<file path="config.mk">
export PLATFORM = sky130hd
export DESIGN_NAME = mfsk_tone_pair_detector_flat
export DESIGN_NICKNAME = d
export VERILOG_FILES = /design/src/design/mfsk_pkg.sv /design/src/design/mfsk_if.sv /design/src/design/mfsk_alu.sv /design/src/design/mfsk_tone_pair_detector.sv /design/src/flat_wrapper.sv
export SDC_FILE = /design/constraint.sdc
export NUM_CORES = 1
export LEC_CHECK = 0
export BUFFER_PORTS_ARGS = -buffer_cell sky130_fd_sc_hd__clkbuf_2
export CORE_AREA = 2 2 249 251
export CTS_BUF_LIST = sky130_fd_sc_hd__clkbuf_8 sky130_fd_sc_hd__clkbuf_16
export DETAILED_ROUTE_END_ITERATION = 7
export DIE_AREA = 0 0 251 253
export GPL_TIMING_DRIVEN = 0
export HOLD_SLACK_MARGIN = 0.03
export PLACE_DENSITY = 0.66
export SKIP_CTS_REPAIR_TIMING = 1
export SLEW_MARGIN = 25
export SYNTH_ARGS = -nofsm -noshare
export SYNTH_HDL_FRONTEND = slang
export SYNTH_HIERARCHICAL = 1
export SYNTH_SLANG_ARGS = --single-unit
</file>
<file path="constraint.sdc">
create_clock -name clock -period 25.7 [get_ports clock]
set_clock_uncertainty 0.15 [all_clocks]
set_input_delay 5.14 -clock clock [delete_from_list [all_inputs] [get_ports clock]]
set_output_delay 5.14 -clock clock [all_outputs]
set_load 0.02 [all_outputs]
</file>
<file path="src/design/mfsk_pkg.sv">
// Shared constants for the MFSK tone pair detector.
`default_nettype none

package mfsk_pkg;

   // Tone counts of the two modes
   localparam int TONES_THROB  = 9;
   localparam int TONES_THROBX = 11;
   localparam int TONES_MAX    = TONES_THROBX;

   // Tone index width and largest legal index
   localparam int TONE_W = 4;
   localparam logic [TONE_W-1:0] TONE_LAST_THROB  = TONE_W'(TONES_THROB - 1);
   localparam logic [TONE_W-1:0] TONE_LAST_THROBX = TONE_W'(TONES_THROBX - 1);

   // Metric and divider
   localparam int METRIC_W   = 16;
   localparam int QSTEP_W    = $clog2(METRIC_W);
   localparam int AVG_SHIFT  = 3;

   // Configuration port
   localparam int CSR_IDX_W  = 2;
   localparam int CSR_DATA_W = 8;
   localparam int THR_W      = 8;

   localparam logic [CSR_IDX_W-1:0] CSR_MODE_EXTENDED    = 2'd0;
   localparam logic [CSR_IDX_W-1:0] CSR_REVERSE_SIDEBAND = 2'd1;
   localparam logic [CSR_IDX_W-1:0] CSR_METRIC_THRESHOLD = 2'd2;

endpackage

`default_nettype wire

</file>
<file path="src/design/mfsk_if.sv">
// Handshake channels of the MFSK tone pair detector: symbol, result and register write.
`default_nettype none

interface mfsk_req_if #(parameter int MAG_WIDTH = 16) ();
   logic                 valid;
   logic                 ready;
   logic [MAG_WIDTH-1:0] mag_0;
   logic [MAG_WIDTH-1:0] mag_1;
   logic [MAG_WIDTH-1:0] mag_2;
   logic [MAG_WIDTH-1:0] mag_3;
   logic [MAG_WIDTH-1:0] mag_4;
   logic [MAG_WIDTH-1:0] mag_5;
   logic [MAG_WIDTH-1:0] mag_6;
   logic [MAG_WIDTH-1:0] mag_7;
   logic [MAG_WIDTH-1:0] mag_8;
   logic [MAG_WIDTH-1:0] mag_9;
   logic [MAG_WIDTH-1:0] mag_10;

   modport source (
      output valid, mag_0, mag_1, mag_2, mag_3, mag_4, mag_5, mag_6, mag_7, mag_8,
             mag_9, mag_10,
      input  ready
   );
   modport sink (
      input  valid, mag_0, mag_1, mag_2, mag_3, mag_4, mag_5, mag_6, mag_7, mag_8,
             mag_9, mag_10,
      output ready
   );
endinterface

interface mfsk_rsp_if import mfsk_pkg::*; ();
   logic                valid;
   logic                ready;
   logic [TONE_W-1:0]   tone_low;
   logic [TONE_W-1:0]   tone_high;
   logic [TONE_W-1:0]   strongest_tone;
   logic [METRIC_W-1:0] quality_metric;
   logic                metric_ok;

   modport source (
      output valid, tone_low, tone_high, strongest_tone, quality_metric, metric_ok,
      input  ready
   );
   modport sink (
      input  valid, tone_low, tone_high, strongest_tone, quality_metric, metric_ok,
      output ready
   );
endinterface

interface mfsk_csr_if import mfsk_pkg::*; ();
   logic                  valid;
   logic                  ready;
   logic [CSR_IDX_W-1:0]  index;
   logic [CSR_DATA_W-1:0] data;

   modport source (output valid, index, data, input ready);
   modport sink   (input valid, index, data, output ready);
endinterface

`default_nettype wire

</file>
<file path="src/design/mfsk_alu.sv">
// Shared subtract and compare unit used by the scan, eval, divide and finish steps of the detector sequencer.
`default_nettype none

module mfsk_alu #(
   parameter int W = 37
) (
   input  wire logic [W-1:0] a,
   input  wire logic [W-1:0] b,
   output logic      [W-1:0] diff,
   output logic              ge
);

   logic borrow;

   // a - b with borrow out; no borrow means a >= b
   assign {borrow, diff} = {1'b0, a} - {1'b0, b};
   assign ge = ~borrow;

endmodule

`default_nettype wire

</file>
<file path="src/design/mfsk_tone_pair_detector.sv">
// Top level of the MFSK tone pair detector with decaying SNR quality metric.
//
//   channel | dir | beat contents                                   | ready rule
//   --------+-----+-------------------------------------------------+--------------------
//   req_bus | in  | mag_0 .. mag_10 tone magnitudes                 | high only when idle
//   rsp_bus | out | tone_low, tone_high, strongest_tone, metric, ok  | output register
//   csr_bus | in  | register index, write data                      | always high
//
// A symbol beat, N = 9 (Throb) or 11 (ThrobX) tones, goes through two passes over
// the stored tones on the shared compare unit, then a 16-step restoring divide on
// the same unit. Zero noise skips the divide, a saturated ratio skips the divide
// steps. The next symbol is taken once the sequencer is back in idle.
// Reset (synchronous, active high) clears configuration, the metric average and the
// result valid. A stalled result holds while the next symbol runs; that symbol then
// waits in its last step until the output register is taken.
`default_nettype none

module mfsk_tone_pair_detector import mfsk_pkg::*; #(
   parameter int MAG_WIDTH        = 16,
   parameter int METRIC_FRAC_BITS = 8
) (
   input  wire logic   clock,
   input  wire logic   reset,
   mfsk_req_if.sink    req_bus,
   mfsk_rsp_if.source  rsp_bus,
   mfsk_csr_if.sink    csr_bus
);

   // Datapath widths: magnitude sum over all tones, pair sum, numerator, shifted divisor
   localparam int SUM_W  = MAG_WIDTH + $clog2(TONES_MAX + 1);
   localparam int PAIR_W = MAG_WIDTH + 1;
   localparam int NUM_W  = PAIR_W + 4 + METRIC_FRAC_BITS;
   localparam int DEN_W  = SUM_W + 1 + METRIC_W;
   localparam int ALU_W  = (NUM_W > DEN_W) ? NUM_W : DEN_W;
   localparam int AVG_W  = METRIC_W + AVG_SHIFT + 1;

   // Sequencer states
   localparam logic [3:0] ST_IDLE   = 4'd0;
   localparam logic [3:0] ST_SCAN1  = 4'd1;
   localparam logic [3:0] ST_SCAN2  = 4'd2;
   localparam logic [3:0] ST_EVAL   = 4'd3;
   localparam logic [3:0] ST_MUL    = 4'd4;
   localparam logic [3:0] ST_OVF    = 4'd5;
   localparam logic [3:0] ST_DIV    = 4'd6;
   localparam logic [3:0] ST_AVG    = 4'd7;
   localparam logic [3:0] ST_FINISH = 4'd8;

   logic [3:0]           state_ff, state_in;

   // Configuration
   logic                 ext_ff, ext_in;
   logic                 rev_ff, rev_in;
   logic [THR_W-1:0]     thr_ff, thr_in;

   // Symbol store and scan registers
   logic [MAG_WIDTH-1:0] mag_ff [TONES_MAX];
   logic [TONE_W-1:0]    idx_ff, idx_in;
   logic [MAG_WIDTH-1:0] max1_ff, max1_in;
   logic [MAG_WIDTH-1:0] max2_ff, max2_in;
   logic [TONE_W-1:0]    t1_ff, t1_in;
   logic [TONE_W-1:0]    t2_ff, t2_in;
   logic [SUM_W-1:0]     total_ff, total_in;

   // Pair decision and ratio
   logic [TONE_W-1:0]    lo_ff, lo_in;
   logic [TONE_W-1:0]    hi_ff, hi_in;
   logic [PAIR_W-1:0]    pair_ff, pair_in;
   logic [SUM_W-1:0]     noise_ff, noise_in;
   logic [ALU_W-1:0]     rem_ff, rem_in;
   logic [ALU_W-1:0]     dsh_ff, dsh_in;
   logic [METRIC_W-1:0]  quo_ff, quo_in;
   logic [QSTEP_W-1:0]   step_ff, step_in;
   logic [METRIC_W-1:0]  avg_ff, avg_in;

   // Output register
   logic                 rsp_valid_ff, rsp_valid_in;
   logic [TONE_W-1:0]    rsp_lo_ff, rsp_hi_ff, rsp_strong_ff;
   logic [METRIC_W-1:0]  rsp_metric_ff;
   logic                 rsp_ok_ff;
   logic                 rsp_load;

   // Shared unit
   logic [ALU_W-1:0]     alu_a, alu_b, alu_diff;
   logic                 alu_ge;

   // Helpers
   logic                 req_fire;
   logic [TONE_W-1:0]    last_idx;
   logic [MAG_WIDTH-1:0] cur_mag;
   logic                 single;
   logic [TONE_W-1:0]    t2_eff;
   logic                 same;
   logic [MAG_WIDTH-1:0] m2_val;
   logic [TONE_W-1:0]    lo_raw, hi_raw;
   logic [ALU_W-1:0]     pair_x8, pair_scaled;
   logic [AVG_W-1:0]     avg_sum;

   mfsk_alu #(.W(ALU_W)) u_alu (
      .a    (alu_a),
      .b    (alu_b),
      .diff (alu_diff),
      .ge   (alu_ge)
   );

   assign req_bus.ready = (state_ff == ST_IDLE);
   assign req_fire      = req_bus.valid && req_bus.ready;
   assign csr_bus.ready = 1'b1;

   assign last_idx = ext_ff ? TONE_LAST_THROBX : TONE_LAST_THROB;
   assign cur_mag  = mag_ff[idx_ff];

   // Pair decision, valid in the eval step (unit compares twice the runner-up with the top)
   assign single  = !ext_ff && !alu_ge;
   assign t2_eff  = single ? t1_ff : t2_ff;
   assign same    = (t2_eff == t1_ff);
   assign m2_val  = same ? max1_ff : max2_ff;
   assign lo_raw  = (t1_ff > t2_eff) ? t2_eff : t1_ff;
   assign hi_raw  = (t1_ff > t2_eff) ? t1_ff : t2_eff;

   // pair * (tones - 2) by shift and add or subtract: 9 for ThrobX, 7 for Throb
   assign pair_x8     = ALU_W'(pair_ff) << 3;
   assign pair_scaled = ext_ff ? (pair_x8 + ALU_W'(pair_ff)) : (pair_x8 - ALU_W'(pair_ff));

   // 7 * avg + ratio, then drop three bits
   assign avg_sum = (AVG_W'(avg_ff) << AVG_SHIFT) - AVG_W'(avg_ff) + AVG_W'(quo_ff);

   // Steer the shared unit
   always_comb begin
      alu_a = '0;
      alu_b = '0;
      unique case (state_ff)
         ST_SCAN1: begin
            alu_a = ALU_W'(max1_ff);
            alu_b = ALU_W'(cur_mag);
         end
         ST_SCAN2: begin
            alu_a = ALU_W'(max2_ff);
            alu_b = ALU_W'(cur_mag);
         end
         ST_EVAL: begin
            alu_a = ALU_W'(max2_ff) << 1;
            alu_b = ALU_W'(max1_ff);
         end
         ST_OVF, ST_DIV: begin
            alu_a = rem_ff;
            alu_b = dsh_ff;
         end
         ST_FINISH: begin
            alu_a = ALU_W'(avg_ff);
            alu_b = ALU_W'(thr_ff) << METRIC_FRAC_BITS;
         end
         default: begin
            alu_a = '0;
            alu_b = '0;
         end
      endcase
   end

   // Sequencer
   always_comb begin
      state_in = state_ff;
      idx_in   = idx_ff;
      max1_in  = max1_ff;
      max2_in  = max2_ff;
      t1_in    = t1_ff;
      t2_in    = t2_ff;
      total_in = total_ff;
      lo_in    = lo_ff;
      hi_in    = hi_ff;
      pair_in  = pair_ff;
      noise_in = noise_ff;
      rem_in   = rem_ff;
      dsh_in   = dsh_ff;
      quo_in   = quo_ff;
      step_in  = step_ff;
      avg_in   = avg_ff;
      rsp_load = 1'b0;

      unique case (state_ff)
         ST_IDLE: begin
            if (req_fire) begin
               idx_in   = '0;
               max1_in  = '0;
               max2_in  = '0;
               t1_in    = '0;
               t2_in    = '0;
               total_in = '0;
               state_in = ST_SCAN1;
            end
         end
         ST_SCAN1: begin
            // strongest tone, earliest wins on ties; also sum every tone
            if (!alu_ge) begin
               max1_in = cur_mag;
               t1_in   = idx_ff;
            end
            total_in = total_ff + SUM_W'(cur_mag);
            if (idx_ff == last_idx) begin
               idx_in   = '0;
               state_in = ST_SCAN2;
            end else begin
               idx_in = idx_ff + 1'b1;
            end
         end
         ST_SCAN2: begin
            // runner-up among the other tones
            if (idx_ff != t1_ff && !alu_ge) begin
               max2_in = cur_mag;
               t2_in   = idx_ff;
            end
            if (idx_ff == last_idx) begin
               state_in = ST_EVAL;
            end else begin
               idx_in = idx_ff + 1'b1;
            end
         end
         ST_EVAL: begin
            pair_in  = PAIR_W'(max1_ff) + PAIR_W'(m2_val);
            noise_in = total_ff - SUM_W'(max1_ff) - (same ? '0 : SUM_W'(max2_ff));
            if (rev_ff) begin
               lo_in = last_idx - hi_raw;
               hi_in = last_idx - lo_raw;
            end else begin
               lo_in = lo_raw;
               hi_in = hi_raw;
            end
            state_in = ST_MUL;
         end
         ST_MUL: begin
            if (noise_ff == '0) begin
               quo_in   = (pair_ff != '0) ? '1 : '0;
               state_in = ST_AVG;
            end else begin
               rem_in   = pair_scaled << METRIC_FRAC_BITS;
               dsh_in   = ALU_W'({noise_ff, 1'b0}) << METRIC_W;
               state_in = ST_OVF;
            end
         end
         ST_OVF: begin
            // saturate when the quotient needs more than the metric width
            if (alu_ge) begin
               quo_in   = '1;
               state_in = ST_AVG;
            end else begin
               quo_in   = '0;
               dsh_in   = dsh_ff >> 1;
               step_in  = '0;
               state_in = ST_DIV;
            end
         end
         ST_DIV: begin
            if (alu_ge) begin
               rem_in = alu_diff;
            end
            quo_in  = {quo_ff[METRIC_W-2:0], alu_ge};
            dsh_in  = dsh_ff >> 1;
            step_in = step_ff + 1'b1;
            if (step_ff == QSTEP_W'(METRIC_W - 1)) begin
               state_in = ST_AVG;
            end
         end
         ST_AVG: begin
            avg_in   = avg_sum[AVG_SHIFT +: METRIC_W];
            state_in = ST_FINISH;
         end
         ST_FINISH: begin
            // hold until the output register is free
            if (!rsp_valid_ff || rsp_bus.ready) begin
               rsp_load = 1'b1;
               state_in = ST_IDLE;
            end
         end
         default: begin
            state_in = ST_IDLE;
         end
      endcase
   end

   // Register writes
   always_comb begin
      ext_in = ext_ff;
      rev_in = rev_ff;
      thr_in = thr_ff;
      if (csr_bus.valid && csr_bus.ready) begin
         case (csr_bus.index)
            CSR_MODE_EXTENDED:    ext_in = csr_bus.data[0];
            CSR_REVERSE_SIDEBAND: rev_in = csr_bus.data[0];
            CSR_METRIC_THRESHOLD: thr_in = csr_bus.data[THR_W-1:0];
            default: begin
               ext_in = ext_ff;
            end
         endcase
      end
   end

   always_comb begin
      rsp_valid_in = rsp_valid_ff;
      if (rsp_load) begin
         rsp_valid_in = 1'b1;
      end else if (rsp_bus.ready) begin
         rsp_valid_in = 1'b0;
      end
   end

   // Control state
   always_ff @(posedge clock) begin
      if (reset) begin
         state_ff     <= ST_IDLE;
         ext_ff       <= 1'b0;
         rev_ff       <= 1'b0;
         thr_ff       <= '0;
         avg_ff       <= '0;
         rsp_valid_ff <= 1'b0;
      end else begin
         state_ff     <= state_in;
         ext_ff       <= ext_in;
         rev_ff       <= rev_in;
         thr_ff       <= thr_in;
         avg_ff       <= avg_in;
         rsp_valid_ff <= rsp_valid_in;
      end
   end

   // Datapath
   always_ff @(posedge clock) begin
      if (req_fire) begin
         mag_ff[0]  <= req_bus.mag_0;
         mag_ff[1]  <= req_bus.mag_1;
         mag_ff[2]  <= req_bus.mag_2;
         mag_ff[3]  <= req_bus.mag_3;
         mag_ff[4]  <= req_bus.mag_4;
         mag_ff[5]  <= req_bus.mag_5;
         mag_ff[6]  <= req_bus.mag_6;
         mag_ff[7]  <= req_bus.mag_7;
         mag_ff[8]  <= req_bus.mag_8;
         mag_ff[9]  <= req_bus.mag_9;
         mag_ff[10] <= req_bus.mag_10;
      end
      idx_ff   <= idx_in;
      max1_ff  <= max1_in;
      max2_ff  <= max2_in;
      t1_ff    <= t1_in;
      t2_ff    <= t2_in;
      total_ff <= total_in;
      lo_ff    <= lo_in;
      hi_ff    <= hi_in;
      pair_ff  <= pair_in;
      noise_ff <= noise_in;
      rem_ff   <= rem_in;
      dsh_ff   <= dsh_in;
      quo_ff   <= quo_in;
      step_ff  <= step_in;
      if (rsp_load) begin
         rsp_lo_ff     <= lo_ff;
         rsp_hi_ff     <= hi_ff;
         rsp_strong_ff <= t1_ff;
         rsp_metric_ff <= avg_ff;
         rsp_ok_ff     <= alu_ge;
      end
   end

   assign rsp_bus.valid          = rsp_valid_ff;
   assign rsp_bus.tone_low       = rsp_lo_ff;
   assign rsp_bus.tone_high      = rsp_hi_ff;
   assign rsp_bus.strongest_tone = rsp_strong_ff;
   assign rsp_bus.quality_metric = rsp_metric_ff;
   assign rsp_bus.metric_ok      = rsp_ok_ff;

endmodule

`default_nettype wire

</file>
<file path="src/flat_wrapper.sv">
// flat-port wrapper written by rule: the top's interface ports become plain ports
module mfsk_tone_pair_detector_flat import mfsk_pkg::*;
#(
   parameter int MAG_WIDTH        = 16,
   parameter int METRIC_FRAC_BITS = 8
)
  (clock, reset, req_bus_valid, req_bus_mag_0, req_bus_mag_1, req_bus_mag_2, req_bus_mag_3, req_bus_mag_4, req_bus_mag_5, req_bus_mag_6, req_bus_mag_7, req_bus_mag_8, req_bus_mag_9, req_bus_mag_10, req_bus_ready, rsp_bus_valid, rsp_bus_tone_low, rsp_bus_tone_high, rsp_bus_strongest_tone, rsp_bus_quality_metric, rsp_bus_metric_ok, rsp_bus_ready, csr_bus_valid, csr_bus_index, csr_bus_data, csr_bus_ready);
  mfsk_req_if #(.MAG_WIDTH(MAG_WIDTH)) req_bus_i ();
  mfsk_rsp_if rsp_bus_i ();
  mfsk_csr_if csr_bus_i ();
  input  wire logic clock;
  input  wire logic reset;
  input wire logic [$bits(req_bus_i.valid)-1:0] req_bus_valid;
  input wire logic [$bits(req_bus_i.mag_0)-1:0] req_bus_mag_0;
  input wire logic [$bits(req_bus_i.mag_1)-1:0] req_bus_mag_1;
  input wire logic [$bits(req_bus_i.mag_2)-1:0] req_bus_mag_2;
  input wire logic [$bits(req_bus_i.mag_3)-1:0] req_bus_mag_3;
  input wire logic [$bits(req_bus_i.mag_4)-1:0] req_bus_mag_4;
  input wire logic [$bits(req_bus_i.mag_5)-1:0] req_bus_mag_5;
  input wire logic [$bits(req_bus_i.mag_6)-1:0] req_bus_mag_6;
  input wire logic [$bits(req_bus_i.mag_7)-1:0] req_bus_mag_7;
  input wire logic [$bits(req_bus_i.mag_8)-1:0] req_bus_mag_8;
  input wire logic [$bits(req_bus_i.mag_9)-1:0] req_bus_mag_9;
  input wire logic [$bits(req_bus_i.mag_10)-1:0] req_bus_mag_10;
  output wire logic [$bits(req_bus_i.ready)-1:0] req_bus_ready;
  output wire logic [$bits(rsp_bus_i.valid)-1:0] rsp_bus_valid;
  output wire logic [$bits(rsp_bus_i.tone_low)-1:0] rsp_bus_tone_low;
  output wire logic [$bits(rsp_bus_i.tone_high)-1:0] rsp_bus_tone_high;
  output wire logic [$bits(rsp_bus_i.strongest_tone)-1:0] rsp_bus_strongest_tone;
  output wire logic [$bits(rsp_bus_i.quality_metric)-1:0] rsp_bus_quality_metric;
  output wire logic [$bits(rsp_bus_i.metric_ok)-1:0] rsp_bus_metric_ok;
  input wire logic [$bits(rsp_bus_i.ready)-1:0] rsp_bus_ready;
  input wire logic [$bits(csr_bus_i.valid)-1:0] csr_bus_valid;
  input wire logic [$bits(csr_bus_i.index)-1:0] csr_bus_index;
  input wire logic [$bits(csr_bus_i.data)-1:0] csr_bus_data;
  output wire logic [$bits(csr_bus_i.ready)-1:0] csr_bus_ready;
  assign req_bus_i.valid = req_bus_valid;
  assign req_bus_i.mag_0 = req_bus_mag_0;
  assign req_bus_i.mag_1 = req_bus_mag_1;
  assign req_bus_i.mag_2 = req_bus_mag_2;
  assign req_bus_i.mag_3 = req_bus_mag_3;
  assign req_bus_i.mag_4 = req_bus_mag_4;
  assign req_bus_i.mag_5 = req_bus_mag_5;
  assign req_bus_i.mag_6 = req_bus_mag_6;
  assign req_bus_i.mag_7 = req_bus_mag_7;
  assign req_bus_i.mag_8 = req_bus_mag_8;
  assign req_bus_i.mag_9 = req_bus_mag_9;
  assign req_bus_i.mag_10 = req_bus_mag_10;
  assign req_bus_ready = req_bus_i.ready;
  assign rsp_bus_valid = rsp_bus_i.valid;
  assign rsp_bus_tone_low = rsp_bus_i.tone_low;
  assign rsp_bus_tone_high = rsp_bus_i.tone_high;
  assign rsp_bus_strongest_tone = rsp_bus_i.strongest_tone;
  assign rsp_bus_quality_metric = rsp_bus_i.quality_metric;
  assign rsp_bus_metric_ok = rsp_bus_i.metric_ok;
  assign rsp_bus_i.ready = rsp_bus_ready;
  assign csr_bus_i.valid = csr_bus_valid;
  assign csr_bus_i.index = csr_bus_index;
  assign csr_bus_i.data = csr_bus_data;
  assign csr_bus_ready = csr_bus_i.ready;
  mfsk_tone_pair_detector #(.MAG_WIDTH(MAG_WIDTH), .METRIC_FRAC_BITS(METRIC_FRAC_BITS)) u_core (.clock(clock), .reset(reset), .req_bus(req_bus_i), .rsp_bus(rsp_bus_i), .csr_bus(csr_bus_i));
endmodule
</file>
==> results of run 1 <==
==> per-stage QoR <==
stage               cell area [um2]  util (%)  hold WS (ps)  setup slack [ps]
floorplan                     25900         -           250             16360
global placement              28000      45.9           259             14380
detailed placement            28300      46.3           255             14860
CTS                           29700      48.7           274             14800
global route                  29700      48.7           276             14170
finish                        29700      48.7           272             14820
==> cells by family after synthesis <==
family          after synthesis
compound gates              586
xor+xnor                    110
fa+ha+maj                   178
buf+inv                     314
flops                       443
mux                          90
other cells                   1
simple gates                651
==> cells in the final DEF (no fill, tap or decap), drive strengths merged, types with 20 or more instances in the layout <==
cell type,netlist,final
edfxtp,408,408
clkbuf,89,357
inv,200,214
nor2,193,193
nand2,181,181
a21oi,175,175
ha,143,143
o21ai,125,125
a21o,77,77
xnor2,70,70
and3,66,66
mux2i,54,54
xor2,40,40
nand3,39,39
fa,35,35
dfxtp,35,35
buf,25,35
a22oi,34,34
nor3,33,33
mux4,32,32
and2,24,24
clkinv,0,21
nor2b,20,20
==> flip-flops by register name, summed over array words and instances, names as in the netlist, 4 cells and up, named ones only <==
| register | count |
|---|---|
| u_core/t2_ff | 4 |
| u_core/pair_ff | 17 |
| u_core/rsp_bus.quality_metric | 16 |
| u_core/idx_ff | 4 |
| u_core/noise_ff | 20 |
| u_core/rsp_bus.tone_low | 4 |
| u_core/state_ff | 4 |
| u_core/thr_ff | 8 |
| u_core/lo_ff | 4 |
| u_core/avg_ff | 16 |
| u_core/max2_ff | 16 |
| u_core/rsp_bus.tone_high | 4 |
| u_core/quo_ff | 16 |
| u_core/hi_ff | 4 |
| u_core/rem_ff | 37 |
| u_core/t1_ff | 4 |
| u_core/dsh_ff | 37 |
| u_core/step_ff | 4 |
| u_core/max1_ff | 16 |
| u_core/rsp_bus.strongest_tone | 4 |
| u_core/total_ff | 20 |
| u_core/mag_ff | 176 |
==> synth_stat cells, drive strengths merged, types with 4 or more instances <==
cell type / count / area share, %
a211o: 8 / 0.27
a211oi: 14 / 0.46
a22oi: 34 / 0.98
mux4: 32 / 2.8
nand3b: 5 / 0.14
fa: 35 / 2.7
a21o: 77 / 2.3
dfxtp: 35 / 2.7
a311oi: 6 / 0.20
xnor2: 70 / 2.4
edfxtp: 408 / 47
a31oi: 12 / 0.34
o21ai: 125 / 2.4
mux2: 4 / 0.19
buf: 25 / 0.51
a221oi: 13 / 0.51
a21boi: 10 / 0.29
nor2: 193 / 2.8
nand2b: 19 / 0.46
inv: 200 / 2.9
nor3: 33 / 0.64
and3: 66 / 1.6
a21oi: 175 / 3.4
nand4: 19 / 0.46
or3: 13 / 0.33
xor2: 40 / 1.4
clkbuf: 89 / 1.4
ha: 143 / 6.9
o211ai: 13 / 0.38
o41ai: 5 / 0.23
o31ai: 14 / 0.46
and2: 24 / 0.58
nand2: 181 / 2.6
nor4: 17 / 0.41
o21bai: 14 / 0.41
mux2i: 54 / 2.1
or2: 5 / 0.12
nand3: 39 / 0.77
o311ai: 5 / 0.17
a2111oi: 10 / 0.41
nor2b: 20 / 0.48
o22ai: 6 / 0.14
or4: 5 / 0.14
o21a: 18 / 0.52
==> final timing paths <==
kind / endpoint / slack [ps] / cells past startpoint
worst min-delay path: u_core/rsp_bus.tone_high[3] / 270 / 0
worst max-delay path: u_core/noise_ff[14] / 14820 / 36
worst min register to register: u_core/rsp_bus.tone_high[3] / 270 / 0
worst max register to register: u_core/noise_ff[14] / 14820 / 36
==> metal layers <==
layer | vias to the layer above | share of wire (%)
li1 | 9232 | -
met1 | 9332 | 43
met2 | 751 | 47
met3 | 101 | 7.7
met4 | 2 | 2.4
met5 | - | 0.042
==> critical path: cells and delay by family (launching register included) <==
| family | cells | cell delay (ps) |
|---|---|---|
| AOI/OAI and AO/OA | 11 | 3070 |
| xor gates and xnor gates | 1 | 100 |
| adders and majority gates | 5 | 1580 |
| buffers and inverters | 6 | 2150 |
| DFF | 1 | 300 |
| muxes | 3 | 950 |
| and+or+nand+nor | 10 | 2280 |
==> final cells by class <==
class / count / share of cell area (%)
multi-input cells: 1616 / 39.7
repair buffers: 231 / 4.31
well taps: 790 / 3.33
clock inverters: 38 / 0.947
plain buffers: 114 / 1.66
clock buffers: 47 / 3.96
inverters: 200 / 2.55
flip-flops and latches: 443 / 43.6
==> reports/results.txt, run 1 <==
The logs give 3 for the maximum buffer depth of the clock tree and 111 mm for the wire length of the first global-routing pass. After synthesis, the share of cell area in mux cells is 5.05%. After clock tree synthesis, the clock-pin slew on the worst setup and hold paths is 60 ps.

Overall via count from detail_route: 19400. Setup violations remaining at the end of the flow were counted as 0. Among all stages on the critical path, the largest delay is contributed by clkbuf_1. The floorplan die width was 251 um; the post-synthesis compound-gate area fraction was 14.9%. The worst setup path is of the register to register kind. The tools report the count of distinct cell types in the synthesized netlist as 95.

The register cell area after layout is 0.0130 mm2, and the share of post-route cells with drive strength above 1 is 14.7%. Detailed placement finished with a half-perimeter wire length of 56.1 mm. The hold violation count in the final report is 0. The area inside the core boundary was 0.0610 mm2.

The worst hold path begins at u_core/hi_ff[3]. The sort of element at the end of the critical path was a register. The run gives 19400 as the via count of the first global-routing pass.

The netlist area before placement came out at 0.0259 mm2. The xor and xnor fraction of the mapped netlist area works out to 3.72%. The Yosys step of the flow raised 6 warnings. After layout, the worst path uses 42.3% of the clock period.

The H-tree was split into 2 levels. For the setup total negative slack, the log shows 0 ps. For this run, the detailed router's first-pass iteration total came to 5.

The clock sink total was 443; the maximum single-stage delay on the critical path was 630 ps. For this run, design rule violations remaining after detail routing come to 0. Measured against its own limit, the worst slew margin works out to 39.6%. The global-route usage over all layers was 22.6%; the pin count of the biggest net entering global routing was 104. The basic-gate share of the synthesized area counting and, or, nand and nor cells works out to 12.0%. Global routing used 30.9% of the available met1 tracks. The area growth from synthesis to layout is 14.6%. The minimum clock period works out to 10880 ps.

The multi-input gate area in the final layout was 0.0118 mm2. The routed via count divided by cell count came out at 5.58. The count of nets left with antenna violations once routing finished came out at 0. The overall die height came out at 253 um.

In this run the worst hold path is classified as register to register. For this run, global-route usage on met2 was measured as 37.1%. met2 is the most crowded layer. The initial core utilization is 42.5%. Of all nets on the critical path, the largest fanout is 10. The layout filler cell count came out at 5555. After detailed routing, the average wire length per cell comes to 20.6 um. The run gives 0 as the count of final max-slew check failures.

The tools report the total placed cells including tap cells as 3394. The starting DRC count in detailed routing was 1701; the share of synthesized area occupied by flip-flops and latches was 50.0%. Setup repair after global routing left no endpoint under its margin.

The number of antenna violations at the first check in global routing is 0. The dominant combinational cell family by area after synthesis is compound AO/OA/AOI/OAI gates. The number of max-capacitance violations reported is 0, and the remaining global-route overflow is 0. The total CTS buffers was 47. The tools report the root buffer cell as clkbuf_16. In this run, synthesis inferred 408 flip-flops with an integrated enable. The cell count after synthesis was 2373.

Excluding fillers, the count of instances in the completed layout stands at 3479. The worst endpoint required time came out at 25880 ps. Synthesis-stage register bit count: 443. Among the stages of the critical path, the cell type that occurs most often is clkbuf_1.

The floorplan step defined a die boundary enclosing 0.0635 mm2. During placement, the flow inserted port buffers numbering 220. The run gives 91 as the standard-cell row count. The number of nets handed over by synthesis was 2742.

The net count of the finished layout is 3022. Routability-driven placement finished with a final weighted congestion of 0.963. Based on the critical path, the design can be clocked at up to 0.0919 GHz. The repair_antennas step left the layout with diodes totalling 0.

Counting flops with an async set or reset pin after synthesis yields a share of 0%. For the I/O pin count, the log shows 223. Top flip-flop cell by instance count after synthesis: edfxtp_1.

STA puts the critical path data arrival time at 11060 ps. STA classifies the critical path startpoint as a register. The routing usage on met3 came out at 3.87%. The flow ran to the end, and the final reports show no timing, DRC or antenna violations. The mean cell area of the mapped netlist came out at 10.9 um2. TritonCTS built the clock tree.

Clock latency on the worst-skew pair, taken at its later pin, is 610 ps. After detailed routing, the total wire length is 71.6 mm. The adder-cell share of the synthesized area works out to 9.60%. The transition time at the pin with the least slew margin came out at 904 ps.
Power of run 1 is not shown: default switching activity piles up to over one toggle a cycle in this logic, so the estimate is an artifact.
==> run 2, diff against run 1 <==
Clock period 25.7 ns to 10.5 ns, I/O delays scaled along.
==> reports/results.txt, run 2 (same netlist as run 1, synthesis figures left out) <==
The run gives 0 as the number of antenna violations at the first check in global routing. Summed over all failing endpoints, the final setup total negative slack is 0 ps. The first routing iteration left 1641 violations. The final layout contains routed wiring with a total length of 71.8 mm. Clock-pin slew was measured on the worst setup and hold paths at 60 ps. The routed metal-1 wire length is 31.5 mm, and the count of input and output buffers is 220. Once detail routing completed, the nets flagged for antenna violations numbered 0.

The tools report the number of levels the H-tree was split into as 2. Based on the critical path, the design can be clocked at up to 0.101 GHz. The number of buffers and inverters on the critical path is 6. Counting the buffers created by CTS gives 47. The type of the worst setup path was register to register.

Detailed placement ended at an HPWL of 56.1 mm. In the final routed layout, each cell accounts on average for 20.6 um. The library cell used most frequently in the layout, excluding fill and tap cells, is edfxtp_1. The finished cells cover 0.0298 mm2. For hold timing, the worst endpoint is u_core/rsp_bus.tone_high[3]. The run gives 0 as the count of final max-slew check failures. After global routing the overflow that remains totals 0. Setup violations remaining at the end of the flow were counted as 0. The highest metal layer carrying signal wires in the routed design is met5. Entering global routing, the biggest net connects 104 pins.

The flip-flop count of the largest register after layout is 176. Measured against its own limit, the worst slew margin works out to 44.0%. The tools report the sort of element at the start of the critical path as a register.

The share of the clock period used by the worst path after layout was 94.2%. Setup repair after global routing left no endpoint under its margin. Setup slack on the worst reg-to-reg path comes out at 610 ps.

In this run the standard cell core region covers 0.0610 mm2. In this run the cell area measured after placement is 0.0283 mm2. The floorplan step defined a die boundary enclosing 0.0635 mm2. The die is 251 um wide. The path type of the worst min-delay path was register to register. The number of stages on the worst hold path came out at 0. In the final layout, the share of cells above drive strength 1 is 15.4%. The path depth of the worst reg2reg path was 36. The worst setup path is captured at a register. Counting along the longest clock path gives a buffer depth of 3. Max-cap violations in this run came to 0. Row generation in the floorplan step produced 91 rows. Data on the critical path is required at its endpoint by 10680 ps. The run gives 3021 as the net count of the finished layout. At the end of routability-driven placement, the weighted congestion stood at 0.963. Counting flops per register, the top entry is u_core/mag_ff. The logs give 223 for the I/O pin count and 610 ps for the clock latency on the worst-skew pair.

The repair_antennas step left the layout with diodes totalling 0. The end of the worst register-to-register path is u_core/noise_ff[12]. The overall die height is 253 um.

The maximum fanout encountered on the critical timing path works out to 10. Clock sink total: 443. Detailed routing placed a total of 5.17 mm of wire on met3. The hold violation count in the final report was 0. The largest registers in the layout are u_core/mag_ff: 176 flops, u_core/dsh_ff: 37 flops, u_core/rem_ff: 37 flops. The kind of cell with the highest combined delay along the critical path is compound AO/OA/AOI/OAI gates. The detailed router placed 19500 vias in this run. Clock tree synthesis selected as its root buffer the cell clkbuf_16. The flow ran to the end, and the final reports show no timing, DRC or antenna violations. The total length of routed met2 wires is 33.3 mm. For the worst setup slack after layout, the log shows 606 ps. The pre-antenna-repair detailed-routing pass consisted of 6 iterations. Relative to the synthesized area, the layout overhead comes to 14.9%.

For this run, design rule violations remaining after detail routing come to 0. The initial core utilization is 42.5%, and the routed via count divided by cell count is 5.61. In the layout the commonest cells are edfxtp_1 (408), clkbuf_2 (230), inv_1 (212).

For the pin with the worst max-slew slack, the measured transition is 829 ps. The logs give 10080 ps for the data arrival time of the critical path and -344 ps for the minimum setup slack after placement. In this run the most critical hold path is launched from u_core/hi_ff[3]. The slowest stage of the critical path is the or4_1 cell. The first global-routing pass estimated 111 mm of wire. Global routing used 22.6% of the available tracks across all layers. In this design, the stage delay of the slowest critical-path cell is 550 ps. TritonCTS built the clock tree. The run gives 19400 as the via count of the first global-routing pass. Minimum clock period: 9890 ps.
## run 2: changes by cell type in the layout (fill, tap and decap cells not counted), sizes merged
cell | previous run | this run
clkbuf | 357 | 360
buf | 35 | 31
## run 2: metrics by stage
stage | util, % | hold slack, ps | cells
2_1_floorplan | - | 250 | 2373
3_5_place_dp | 46.3 | 255 | 3394
4_1_cts | 48.7 | 274 | 3479
3_3_place_gp | 45.9 | 259 | 3383
5_1_grt | 48.8 | 276 | 3478
6_report | 48.8 | 272 | 3478
## run 2: cell type report
| class | instances | area [um2] |
|---|---|---|
| tap | 790 | 988 |
| fill | 5550 | 31200 |
| clock inverter | 38 | 282 |
| inverter | 200 | 758 |
| sequential | 443 | 13000 |
| buffer | 113 | 504 |
| timing repair buffer | 231 | 1280 |
| clock buffer | 47 | 1180 |
| multi-input combinational | 1616 | 11800 |
## run 2: worst max path at each step
stage,to,depth (start not counted),from
after floorplan,u_core/noise_ff[14],35,u_core/state_ff[0]
after global placement,u_core/noise_ff[14],34,u_core/state_ff[0]
after detailed placement,u_core/noise_ff[14],36,register
after CTS,u_core/noise_ff[14],36,register
after global routing,u_core/noise_ff[14],37,register
final,u_core/noise_ff[12],36,register
## run 2: worst register-to-register path: cells and delay by family (launching register included)
family          cells  cell delay, ps
fa+ha+maj           5            1570
buf+inv             6            1480
mux                 3            1010
flops               1             360
xor+xnor            1             110
compound gates     11            2850
simple gates       10            2140
## run 2: layer usage
layer | GRT usage, % | vias up
met3 | 3.87 | 105
met1 | 30.9 | 9441
met2 | 37.1 | 702
met4 | 6.36 | 2
li1 | - | 9248
met5 | 0.386 | -
Power of run 2 is left out for the same reason.
==> run 3, diff against run 2 <==
Settings changed: RECOVER_POWER from default to 50.
==> reports/results.txt, run 3 (same netlist as run 1, synthesis figures left out) <==
The setup total negative slack was 0 ps; the number of stages on the worst hold path was 0. CTS built an H-tree with a depth of 2. On the worst path, the slowest cell contributes a delay of 670 ps. The routed wire length per instance was 20.6 um. The run gives 0 as the post-route antenna net violation count. The floorplan die width was 251 um.

The count of TritonRoute iterations in the first routing pass came out at 5. In this run the tool buffered the top-level ports with 220 buffer cells. After legalization and detailed placement, the total HPWL measured 56.1 mm. The checks that failed: max-capacitance violations, max-slew violations. The number of cells on the worst reg-to-reg path is 35.

Largest delay contributor family on the critical path: compound AO/OA/AOI/OAI gates. Setup violations remaining at the end of the flow were counted as 0. The via count of the first global-routing pass came out at 19400. Among all stages on the critical path, the largest delay is contributed by dfxtp_1. The hold violation count in the final report was 0. The end of the worst register-to-register path was u_core/noise_ff[12]. The largest registers in the layout are u_core/mag_ff: 176 flops, u_core/dsh_ff: 37 flops, u_core/rem_ff: 37 flops. In this run the register-to-register setup slack is 560 ps.

In the global route stage, overall resource usage came out at 22.6%. Setup repair after global routing left no endpoint under its margin. Based on the critical path, the design can be clocked at up to 0.101 GHz. The number of max-capacitance violations reported was 1; the maximum fanout encountered on the critical timing path was 10.

The path class of the tightest hold or removal check is register to register. The minimum clock period is 9940 ps. The worst path uses 94.7% of the clock period. The run gives 74 as the count of final max-slew check failures. The library cell used most frequently in the layout, excluding fill and tap cells, is edfxtp_1. Clock tree synthesis selected as its root buffer the cell clkbuf_16. In this run the count of I/O pins placed on the die edge is 223. After clock tree synthesis, the clock-pin slew on the worst setup and hold paths is 60 ps. Number of antenna violations at the first check in global routing: 0. In this design, the critical path's most frequently occurring cell is o21ai_0. u_core/mag_ff holds more flip-flops than any other register. The relative slew slack is -114%. The first global-routing pass estimated 111 mm of wire. The tools report the source of the worst hold timing path as u_core/hi_ff[3]. The register with the most flip-flops in the layout has 176 of them. The initial utilization of the core area, before any placement, comes to 42.5%. TritonCTS built the clock tree.

For the worst setup path, the data required time is 10680 ps. The pin count of the biggest net entering global routing was 104; the area inside the core boundary was 0.0610 mm2. The die is 253 um tall. The end of the worst hold path was u_core/rsp_bus.tone_high[3]. Data on the critical path arrives at its endpoint at 10130 ps. The die covers 0.0635 mm2.

The logs give 443 for the clock sink total and 1586 for the starting DRC count in detailed routing. The overall via count from detail_route came out at 19500. Counting along the longest clock path gives a buffer depth of 3. STA classifies the critical path endpoint as a register. STA classifies the critical path startpoint as a register. Post-detailed-route DRC marker count: 0. Share of post-route cells with drive strength above 1: 14.2%. The congestion estimate from routability-driven global placement came to 0.963. The flow ran to the end, but the final reports show violations.

Clock latency on the worst-skew pair, taken at its later pin, is 600 ps. The worst setup path is of the register to register kind. In the routed layout, each cell is associated on average with a via count of 5.59. The critical path contains buffers and inverters numbering 5 combined.

The top cell types in the final layout, fill and taps aside, are edfxtp_1 (408), inv_1 (212), clkbuf_2 (204). The number of clock buffers added by TritonCTS is 47. For the net count of the finished layout, the log shows 3021. At the pin with the least slew margin, the transition time is 3190 ps. Row generation in the floorplan step produced 91 rows. The number of diodes added for antenna fixing was 0; the area growth from synthesis to layout was 14.5%. The total overflow left after global routing is 0. The routed design has 71.7 mm of wire.
-- run 3: stage by stage --
step                      area, um2  utilization (%)  hold slack, ps  std cells  setup slack, ps
after floorplan               25900                -             250       2373             1680
after global placement        28000             45.9             259       3383             -821
after detailed placement      28300             46.3             255       3394             -344
after CTS                     29700             48.7             274       3479             -398
after global routing          29700             48.7             276       3478             35.9
final                         29700             48.7             272       3478              557
-- run 3: worst max-delay path by stage --
stage	startpoint	endpoint	slack (ps)	cells after the start
finish	register	u_core/noise_ff[12]	560	35
global route	register	u_core/noise_ff[14]	40	36
CTS	register	u_core/noise_ff[14]	-400	36
detailed placement	register	u_core/noise_ff[14]	-340	36
global placement	u_core/state_ff[0]	u_core/noise_ff[14]	-820	34
floorplan	u_core/state_ff[0]	u_core/noise_ff[14]	1680	35
-- run 3: layout make-up --
type | instances | area [um2]
multi-input combinational | 1616 | 11800
clock buffer | 47 | 1180
fill | 5579 | 31300
inverter | 200 | 752
timing repair buffer | 231 | 1240
clock inverter | 38 | 282
buffer | 113 | 490
tap | 790 | 988
sequential | 443 | 13000
-- run 3: metal layers --
metal | GRT usage [%] | vias to the layer above | part of all wire, % | routed length [um]
li1 | - | 9248 | - | -
met1 | 30.9 | 9377 | 44 | 31200
met2 | 37.1 | 719 | 46 | 33300
met3 | 3.87 | 106 | 7.6 | 5450
met4 | 6.36 | 2 | 2.4 | 1720
met5 | 0.386 | - | 0.043 | 31
-- run 3: worst reg2reg max path: cells and delay by family (launching register included) --
family                     cells  cell delay, ps
and+or+nand+nor                8            1430
muxes                          3             850
xor gates and xnor gates       1             110
AOI/OAI and AO/OA             13            3730
buffers and inverters          5            1300
adders and majority gates      5            1460
DFF                            1             670
Power of run 3 is left out for the same reason.
